--- src/rtl/jen_pkg.sv ---
`timescale 1ns / 1ps
// ----------------------------------------------------------------------------
// JSON exponent normalizer package
// Character codes, scanner modes and the record passed from front to back.
// ----------------------------------------------------------------------------
package jen_pkg;

    localparam logic [7:0] CH_LOWER_E   = 8'h65;
    localparam logic [7:0] CH_UPPER_E   = 8'h45;
    localparam logic [7:0] CH_PLUS      = 8'h2B;
    localparam logic [7:0] CH_MINUS     = 8'h2D;
    localparam logic [7:0] CH_ZERO      = 8'h30;
    localparam logic [7:0] CH_ONE       = 8'h31;
    localparam logic [7:0] CH_NINE      = 8'h39;
    localparam logic [7:0] CH_BACKSLASH = 8'h5C;
    localparam logic [7:0] CH_QUOTE     = 8'h22;

    localparam int QUEUE_DEPTH = 4;

    typedef enum logic [2:0] {
        MODE_NORMAL     = 3'd0,
        MODE_IN_STRING  = 3'd1,
        MODE_ESCAPE     = 3'd2,
        MODE_AFTER_E    = 3'd3,
        MODE_AFTER_SIGN = 3'd4,
        MODE_ZEROS      = 3'd5
    } t_mode;

    // Results of one input character: one or two output beats.
    typedef struct packed {
        logic [7:0] first_byte;
        logic       first_has;
        logic       two;
        logic [7:0] second_byte;
        logic       eot;
    } t_entry;

endpackage

--- src/rtl/jen_in_if.sv ---
`timescale 1ns / 1ps
// ----------------------------------------------------------------------------
// Input character channel
// Valid/ready channel carrying one text character and its last flag.
// ----------------------------------------------------------------------------
interface jen_in_if;
    logic       valid;
    logic       ready;
    logic [7:0] in_byte;
    logic       is_last;

    modport source (output valid, output in_byte, output is_last, input ready);
    modport sink   (input valid, input in_byte, input is_last, output ready);
endinterface

--- src/rtl/jen_out_if.sv ---
`timescale 1ns / 1ps
// ----------------------------------------------------------------------------
// Output character channel
// Valid/ready channel carrying one emitted character and its flags.
// ----------------------------------------------------------------------------
interface jen_out_if;
    logic       valid;
    logic       ready;
    logic [7:0] out_byte;
    logic       has_byte;
    logic       end_of_text;

    modport source (output valid, output out_byte, output has_byte,
                    output end_of_text, input ready);
    modport sink   (input valid, input out_byte, input has_byte,
                    input end_of_text, output ready);
endinterface

--- src/rtl/jen_front.sv ---
`timescale 1ns / 1ps
// ----------------------------------------------------------------------------
// JSON exponent normalizer front end
// Tracks the scan mode and turns each character into zero, one or two beats.
// ----------------------------------------------------------------------------
module jen_front (
    input  logic           i_clk,
    input  logic           i_rst_n,
    jen_in_if.sink         i_in,
    input  logic           i_full,
    output logic           o_push,
    output jen_pkg::t_entry o_entry
);
    import jen_pkg::*;

    t_mode      r_mode;
    t_mode      n_mode;
    t_mode      step_mode;
    logic       accept;
    logic [7:0] c;
    logic       slot0;

    assign c         = i_in.in_byte;
    assign i_in.ready = !i_full;
    assign accept    = i_in.valid && !i_full;

    function automatic t_mode plain_mode(input logic [7:0] ch);
        if (ch == CH_QUOTE) begin
            return MODE_IN_STRING;
        end else if (ch == CH_LOWER_E || ch == CH_UPPER_E) begin
            return MODE_AFTER_E;
        end else begin
            return MODE_NORMAL;
        end
    endfunction

    // Next state.
    always_comb begin
        case (r_mode)
            MODE_IN_STRING: begin
                if (c == CH_BACKSLASH) begin
                    step_mode = MODE_ESCAPE;
                end else if (c == CH_QUOTE) begin
                    step_mode = MODE_NORMAL;
                end else begin
                    step_mode = MODE_IN_STRING;
                end
            end
            MODE_ESCAPE: step_mode = MODE_IN_STRING;
            MODE_AFTER_E: begin
                if (c == CH_PLUS || c == CH_MINUS) begin
                    step_mode = MODE_AFTER_SIGN;
                end else if (c == CH_ZERO) begin
                    step_mode = MODE_ZEROS;
                end else begin
                    step_mode = plain_mode(c);
                end
            end
            MODE_AFTER_SIGN: begin
                step_mode = (c == CH_ZERO) ? MODE_ZEROS : plain_mode(c);
            end
            MODE_ZEROS: begin
                if (c == CH_ZERO) begin
                    step_mode = MODE_ZEROS;
                end else if (c inside {[CH_ONE:CH_NINE]}) begin
                    step_mode = MODE_NORMAL;
                end else begin
                    step_mode = plain_mode(c);
                end
            end
            default: step_mode = plain_mode(c);
        endcase
        n_mode = i_in.is_last ? MODE_NORMAL : step_mode;
    end

    // Outputs.
    always_comb begin
        slot0               = 1'b1;
        o_entry.first_byte  = c;
        o_entry.first_has   = 1'b1;
        o_entry.two         = 1'b0;
        o_entry.second_byte = c;
        o_entry.eot         = i_in.is_last;
        case (r_mode)
            MODE_AFTER_E: begin
                if (c == CH_PLUS || c == CH_ZERO) begin
                    slot0 = 1'b0;
                end
            end
            MODE_AFTER_SIGN: begin
                if (c == CH_ZERO) begin
                    slot0 = 1'b0;
                end
            end
            MODE_ZEROS: begin
                if (c == CH_ZERO) begin
                    slot0 = 1'b0;
                end else if (!(c inside {[CH_ONE:CH_NINE]})) begin
                    // Dropped zeros ended by a non-digit: restore one zero first.
                    o_entry.first_byte = CH_ZERO;
                    o_entry.two        = 1'b1;
                end
            end
            default: slot0 = 1'b1;
        endcase
        if (i_in.is_last && !slot0) begin
            slot0 = 1'b1;
            if (step_mode == MODE_ZEROS) begin
                o_entry.first_byte = CH_ZERO;
            end else begin
                o_entry.first_byte = '0;
                o_entry.first_has  = 1'b0;
            end
        end
        o_push = accept && slot0;
    end

    always_ff @(posedge i_clk) begin
        if (!i_rst_n) begin
            r_mode <= MODE_NORMAL;
        end else if (accept) begin
            r_mode <= n_mode;
        end
    end

endmodule

--- src/rtl/jen_queue.sv ---
`timescale 1ns / 1ps
// ----------------------------------------------------------------------------
// JSON exponent normalizer queue
// Small first-in first-out buffer of result records between front and back.
// ----------------------------------------------------------------------------
module jen_queue #(
    parameter int DEPTH = jen_pkg::QUEUE_DEPTH
) (
    input  logic            i_clk,
    input  logic            i_rst_n,
    input  logic            i_push,
    input  jen_pkg::t_entry i_entry,
    input  logic            i_pop,
    output logic            o_full,
    output logic            o_empty,
    output jen_pkg::t_entry o_entry
);
    import jen_pkg::*;

    localparam int PW = (DEPTH > 1) ? $clog2(DEPTH) : 1;
    localparam int CW = $clog2(DEPTH + 1);
    localparam logic [PW-1:0] LAST_PTR = PW'(DEPTH - 1);
    localparam logic [CW-1:0] FULL_CNT = CW'(DEPTH);

    t_entry        r_mem [DEPTH];
    logic [PW-1:0] r_wr;
    logic [PW-1:0] r_rd;
    logic [CW-1:0] r_cnt;
    logic          do_push;
    logic          do_pop;

    assign o_full   = (r_cnt == FULL_CNT);
    assign o_empty  = (r_cnt == '0);
    assign o_entry  = r_mem[r_rd];
    assign do_push  = i_push && !o_full;
    assign do_pop   = i_pop && !o_empty;

    always_ff @(posedge i_clk) begin
        if (do_push) begin
            r_mem[r_wr] <= i_entry;
        end
    end

    always_ff @(posedge i_clk) begin
        if (!i_rst_n) begin
            r_wr  <= '0;
            r_rd  <= '0;
            r_cnt <= '0;
        end else begin
            if (do_push) begin
                r_wr <= (r_wr == LAST_PTR) ? '0 : r_wr + 1'b1;
            end
            if (do_pop) begin
                r_rd <= (r_rd == LAST_PTR) ? '0 : r_rd + 1'b1;
            end
            if (do_push && !do_pop) begin
                r_cnt <= r_cnt + 1'b1;
            end else if (do_pop && !do_push) begin
                r_cnt <= r_cnt - 1'b1;
            end
        end
    end

endmodule

--- src/rtl/jen_back.sv ---
`timescale 1ns / 1ps
// ----------------------------------------------------------------------------
// JSON exponent normalizer back end
// Holds one result record and sends its one or two beats on the output.
// ----------------------------------------------------------------------------
module jen_back (
    input  logic            i_clk,
    input  logic            i_rst_n,
    input  logic            i_empty,
    input  jen_pkg::t_entry i_entry,
    output logic            o_pop,
    jen_out_if.source       o_out
);
    import jen_pkg::*;

    t_entry r_entry;
    logic   r_valid;
    logic   r_second;
    logic   fire;
    logic   done;

    assign fire = r_valid && o_out.ready;
    // The record is finished once its last beat goes out.
    assign done = r_second || !r_entry.two;
    assign o_pop = !i_empty && (!r_valid || (fire && done));

    assign o_out.valid       = r_valid;
    assign o_out.out_byte    = r_second ? r_entry.second_byte : r_entry.first_byte;
    assign o_out.has_byte    = r_second ? 1'b1 : r_entry.first_has;
    assign o_out.end_of_text = r_entry.eot && done;

    always_ff @(posedge i_clk) begin
        if (o_pop) begin
            r_entry <= i_entry;
        end
    end

    always_ff @(posedge i_clk) begin
        if (!i_rst_n) begin
            r_valid  <= 1'b0;
            r_second <= 1'b0;
        end else if (o_pop) begin
            r_valid  <= 1'b1;
            r_second <= 1'b0;
        end else if (fire) begin
            if (done) begin
                r_valid  <= 1'b0;
                r_second <= 1'b0;
            end else begin
                r_second <= 1'b1;
            end
        end
    end

endmodule

--- src/rtl/json_exponent_normalizer_unit.sv ---
`timescale 1ns / 1ps
// Timing: a character accepted at a clock edge is written into the queue at
// that edge; once free, the back end loads it and presents its first beat.
// Throughput: one input character per cycle while the queue is not full; the
// output moves one beat per cycle unless the receiver stalls, so a character
// that yields two beats holds the back end for both of them.
// Reset: synchronous, active low; it returns the scanner to the mode outside any
// string and empties the queue and the output register.
// ----------------------------------------------------------------------------
// JSON exponent normalizer top level
// Rewrites number exponents in a compact JSON character stream.
// ----------------------------------------------------------------------------
//
// Structure:
//   The front end accepts one character per cycle unless the queue is full,
//   tracks whether the scanner is inside a string, after an escape, or inside
//   an exponent, and decides the characters that this input produces. A plus
//   sign after the exponent letter and leading exponent zeros are dropped; when
//   the zeros end without a nonzero digit a single zero is put back. Each
//   character yields one record with up to two bytes and the end-of-text flag.
//
//   Records that carry at least one beat are written into a short queue, so the
//   front end keeps accepting while the output side is stalled. Input ready is
//   simply "queue not full".
//
//   The back end holds the record at the head of the output and presents its
//   beats one per cycle unless stalled. The end-of-text flag is raised only on
//   the last beat of the final character's record; when nothing else is sent
//   for that character, the record is a bare marker beat without a byte.
// ----------------------------------------------------------------------------
module json_exponent_normalizer_unit #(
    parameter int QUEUE_DEPTH = jen_pkg::QUEUE_DEPTH
) (
    input  logic       i_clk,
    input  logic       i_rst_n,
    jen_in_if.sink     i_in,
    jen_out_if.source  o_out
);
    import jen_pkg::*;

    t_entry front_entry;
    t_entry head_entry;
    logic   push;
    logic   pop;
    logic   full;
    logic   empty;

    jen_front u_front (
        .i_clk   (i_clk),
        .i_rst_n (i_rst_n),
        .i_in    (i_in),
        .i_full  (full),
        .o_push  (push),
        .o_entry (front_entry)
    );

    jen_queue #(
        .DEPTH (QUEUE_DEPTH)
    ) u_queue (
        .i_clk   (i_clk),
        .i_rst_n (i_rst_n),
        .i_push  (push),
        .i_entry (front_entry),
        .i_pop   (pop),
        .o_full  (full),
        .o_empty (empty),
        .o_entry (head_entry)
    );

    jen_back u_back (
        .i_clk   (i_clk),
        .i_rst_n (i_rst_n),
        .i_empty (empty),
        .i_entry (head_entry),
        .o_pop   (pop),
        .o_out   (o_out)
    );

endmodule

--- src/flat_wrapper.sv ---
// flat-port wrapper written by rule: the top's interface ports become plain ports
module json_exponent_normalizer_unit_flat import jen_pkg::*;
#(
    parameter int QUEUE_DEPTH = jen_pkg::QUEUE_DEPTH
)
  (i_clk, i_rst_n, i_in_valid, i_in_in_byte, i_in_is_last, i_in_ready, o_out_valid, o_out_out_byte, o_out_has_byte, o_out_end_of_text, o_out_ready);
  jen_in_if i_in_i ();
  jen_out_if o_out_i ();
  input  logic i_clk;
  input  logic i_rst_n;
  input wire logic [$bits(i_in_i.valid)-1:0] i_in_valid;
  input wire logic [$bits(i_in_i.in_byte)-1:0] i_in_in_byte;
  input wire logic [$bits(i_in_i.is_last)-1:0] i_in_is_last;
  output wire logic [$bits(i_in_i.ready)-1:0] i_in_ready;
  output wire logic [$bits(o_out_i.valid)-1:0] o_out_valid;
  output wire logic [$bits(o_out_i.out_byte)-1:0] o_out_out_byte;
  output wire logic [$bits(o_out_i.has_byte)-1:0] o_out_has_byte;
  output wire logic [$bits(o_out_i.end_of_text)-1:0] o_out_end_of_text;
  input wire logic [$bits(o_out_i.ready)-1:0] o_out_ready;
  assign i_in_i.valid = i_in_valid;
  assign i_in_i.in_byte = i_in_in_byte;
  assign i_in_i.is_last = i_in_is_last;
  assign i_in_ready = i_in_i.ready;
  assign o_out_valid = o_out_i.valid;
  assign o_out_out_byte = o_out_i.out_byte;
  assign o_out_has_byte = o_out_i.has_byte;
  assign o_out_end_of_text = o_out_i.end_of_text;
  assign o_out_i.ready = o_out_ready;
  json_exponent_normalizer_unit #(.QUEUE_DEPTH(QUEUE_DEPTH)) u_core (.i_clk(i_clk), .i_rst_n(i_rst_n), .i_in(i_in_i), .o_out(o_out_i));
endmodule
--- config.mk ---
export PLATFORM = sky130hd
export DESIGN_NAME = json_exponent_normalizer_unit_flat
export DESIGN_NICKNAME = d
export VERILOG_FILES = /design/src/rtl/jen_pkg.sv /design/src/rtl/jen_in_if.sv /design/src/rtl/jen_out_if.sv /design/src/rtl/jen_front.sv /design/src/rtl/jen_queue.sv /design/src/rtl/jen_back.sv /design/src/rtl/json_exponent_normalizer_unit.sv /design/src/flat_wrapper.sv
export SDC_FILE = /design/constraint.sdc
export NUM_CORES = 1
export LEC_CHECK = 0
export BUFFER_PORTS_ARGS = -buffer_cell sky130_fd_sc_hd__buf_2
export CAP_MARGIN = 10
export CORE_UTILIZATION = 35
export CTS_BUF_LIST = sky130_fd_sc_hd__clkbuf_4 sky130_fd_sc_hd__clkbuf_8 sky130_fd_sc_hd__clkbuf_16
export CTS_CLUSTER_DIAMETER = 40
export DETAILED_ROUTE_END_ITERATION = 8
export PLACE_DENSITY = 0.62
export REMOVE_ABC_BUFFERS = 1
export SLEW_MARGIN = 5
export SYNTH_ARGS = -nofsm -noshare
export SYNTH_HDL_FRONTEND = slang
export SYNTH_SLANG_ARGS = --single-unit
export TNS_END_PERCENT = 10
--- constraint.sdc ---
create_clock -name i_clk -period 4.86 [get_ports i_clk]
set_clock_uncertainty 0.1 [all_clocks]
set_input_delay 0.486 -clock i_clk [delete_from_list [all_inputs] [get_ports i_clk]]
set_output_delay 0.486 -clock i_clk [all_outputs]
set_load 0.03 [all_outputs]
==> flow_metrics.py <==
metrics = {
    "synth": {
        "yosys-top-cells-area": "edfxtp_1 (62%), mux4_2 (9.3%), dfxtp_1 (5.2%), mux2_2 (2.0%), ha_1 (1.9%)",
        "synth_top_cell_by_area": "edfxtp_1",
        "syn_area_um2": 4610,
        "ys.flop_type": "edfxtp_1",
        "synth.most_common_cell": "edfxtp_1",
        "netlist_instances": 280,
        "netlist_top_cells_count": "edfxtp_1 (95), mux4_2 (19), nand2_1 (15)",
        "ys_ff_latch": 107,
        "yosysWarnings": 0,
        "ys_seq_area_share_pct": 67.1,
        "synth_cell_type_count": 56,
        "synth_edf_count": 95,
        "synth_area_per_cell_um2": 16.5,
        "yosysTopAreaCellShare_pct": 61.9,
        "async_reset_ff_share_pct": 0,
    },
    "cts": {
        "insertion_delay_ns": 0.34,
        "cts_tree": "done",
        "clkSinkCount": 107,
        "cts_hold_buf": 0,
        "cts_buffers": 9,
        "clk_pin_slew_worst_paths_ns": 0.07,
        "htreeDepth": 3,
        "postCtsSetupBuffers": 0,
        "ctsResizeCount": 0,
        "cts_root_buf": "clkbuf_16",
        "cts.path.max_buffers": 2,
    },
    "drt": {
        "num_vias": 2439,
        "post_drt_wl_per_cell_um": 18.2,
        "drc": 0,
        "drtPass1Iterations": 4,
        "wirelength_um": 8730,
        "drtIter0Drc": 165,
        "vias_per_cell": 5.08,
        "ant_nets": 0,
    },
    "grt": {
        "grt_max_degree": 23,
        "antenna_found_initial": 0,
        "grt_pass1_wl_um": 14100,
        "grt_usage_pct": 14.5,
        "first_global_vias": 2573,
        "grt-ovfl-total": 0,
    },
    "finish": {
        "diodes": 0,
        "drive_gt1_share_pct": 26.0,
        "syn_to_final_growth_pct": 12.0,
        "fill_cells": 1195,
        "fin_util_pct": 40.6,
        "stdcell_area_um2": 5160,
        "nets": 324,
        "regArea_um2": 3090,
        "multi_input_comb_area_um2": 1400,
    },
    "worst_setup_path": {
        "crit_arrival_ns": 3.11,
        "cp.required_ns": 5.03,
        "cp_max_fo": 10,
        "criticalPathCategory": "register to register",
        "worstSetupStartpointType": "register",
        "worst_setup_path_end_kind": "register",
    },
    "floorplanning": {
        "die_y_um": 117,
        "ios": 25,
        "die_w_um": 117,
        "initial_core_util_pct": 36.2,
        "placeableCoreArea_um2": 12700,
        "dieArea_um2": 13600,
        "num_rows": 41,
    },
    "sta": {
        "hold_viol_final": 0,
        "worstMarginPinSlew_ns": 1.11,
        "slew_viol_final": 0,
        "relSlewSlack_pct": 25.9,
        "setup_tns_ns": 0,
        "final-setup-viol-count": 0,
        "rsz0062_at_grt": "no",
        "min_period_over_period_pct": 60.5,
        "fmax_ghz": 0.340,
        "min_period_ns": 2.94,
        "holdWs_ns": 0.344,
    },
    "flow_run": {
        "maxCapViolations": 0,
    },
    "pwr": {
        "power.leakage_nw": 1.68,
        "power_w": 0.00270,
        "p_sw_share_pct": 30.3,
        "internal_power_w": 0.00188,
        "p_seq_share_pct": 48.6,
        "net-switching-power_w": 0.000819,
        "clockPowerShare_pct": 25.3,
        "cellPowerDensity_nw_per_um2": 524,
        "pwr-share-comb_pct": 26.1,
        "ir_drop_mv": 0.193,
    },
    "placement": {
        "io_buffers": 24,
        "post_dp_cell_area_um2": 4880,
        "place.gp.congestion": 0.804,
        "dpl.hpwl_um": 5450,
    },
    "outcome": {
        "status": "finished, final reports clean",
    },
    "hold_path": {
        "hold_class": "input port to register",
    },
}
[layout make-up]
cell class              count  share of cell area (%)
flip-flops and latches    107                    59.9
multi-input cells         149                    27.2
clock buffers               9                    4.36
well taps                 172                    4.17
repair buffers             26                    2.62
clock inverters             7                   0.970
inverters                  10                   0.727
[flip-flops by register name, summed over array words and instances (netlist names)]
register and flops:
u_core.u_back.o_out.valid 1, u_core.u_back.r_entry 19, u_core.u_back.r_second 1, u_core.u_front.r_mode 3
u_core.u_queue.r_cnt 3, u_core.u_queue.r_mem 76, u_core.u_queue.r_rd 2, u_core.u_queue.r_wr 2
[metal layers]
metal  vias up  GRT usage (%)  part of all wire (%)
li1       1145              -                     -
met4         0           5.32                   1.5
met1      1249           18.6                    47
met5         -              0                     0
met3         8           2.96                   2.3
met2        37           24.2                    50
[cells in the final DEF, fill, tap and decap left out, types with 7 or more instances in the layout]
cell type	n
nand2_1	15
buf_2	24
o21ai_0	8
mux4_2	19
and2_1	11
dfxtp_1	12
inv_1	10
nor2b_1	7
clkbuf_16	9
mux2_2	8
edfxtp_1	95
ha_1	7
[metrics by stage]
step,std cells,worst slack (ns)
floorplan,266,1.72
global placement,464,1.80
detailed placement,464,1.71
CTS,480,1.94
global route,480,1.70
finish,480,1.92
[cell families after synthesis]
| group | Yosys count | share of synthesized area, % |
|---|---|---|
| simple gates | 70 | 9.61 |
| xor+xnor | 3 | 0.570 |
| fa+ha+maj | 8 | 2.34 |
| mux | 32 | 12.3 |
| buf+inv | 24 | 2.47 |
| compound gates | 36 | 5.54 |
| flops | 107 | 67.1 |
[worst paths after layout]
path / startpoint / end / slack, ns / cells past startpoint
max reg2reg: u_core.u_front.r_mode[2]$_SDFFE_PN0P_ / u_core.u_queue.r_cnt[2]$_SDFFE_PN0P_ / 1.92 / 11
max: u_core.u_front.r_mode[2]$_SDFFE_PN0P_ / u_core.u_queue.r_cnt[2]$_SDFFE_PN0P_ / 1.92 / 11
min reg2reg: u_core.u_queue.r_wr[1]$_SDFFE_PN0P_ / u_core.u_queue.r_wr[1]$_SDFFE_PN0P_ / 0.41 / 2
min: i_in_in_byte[5] / u_core.u_queue.r_mem[1][6]$_DFFE_PP_ / 0.34 / 1
[critical path, cell delays in order, from the launching register on]
cell and delay (ns):
dfxtp_1 0.49, ha_1 0.23, inv_1 0.05, a32oi_1 0.29, nor3_1 0.11, nor2_2 0.27
ha_1 0.25, inv_1 0.07, fa_1 0.37, xor2_1 0.17, or3_1 0.30, a21boi_0 0.18
[power groups by stage]
stage / Clock, W / Sequential [W] / Combinational (W)
final: 0.000685 / 0.00131 / 0.000706
after global routing: 0.000739 / 0.00134 / 0.000779
after CTS: 0.000700 / 0.00132 / 0.000724
after detailed placement: 0 / 0.00134 / 0.000722
after global placement: 0 / 0.00133 / 0.000712
after floorplan: 0 / 0.00135 / 0.000493
Note: power is estimated with default switching activity, not from simulation.
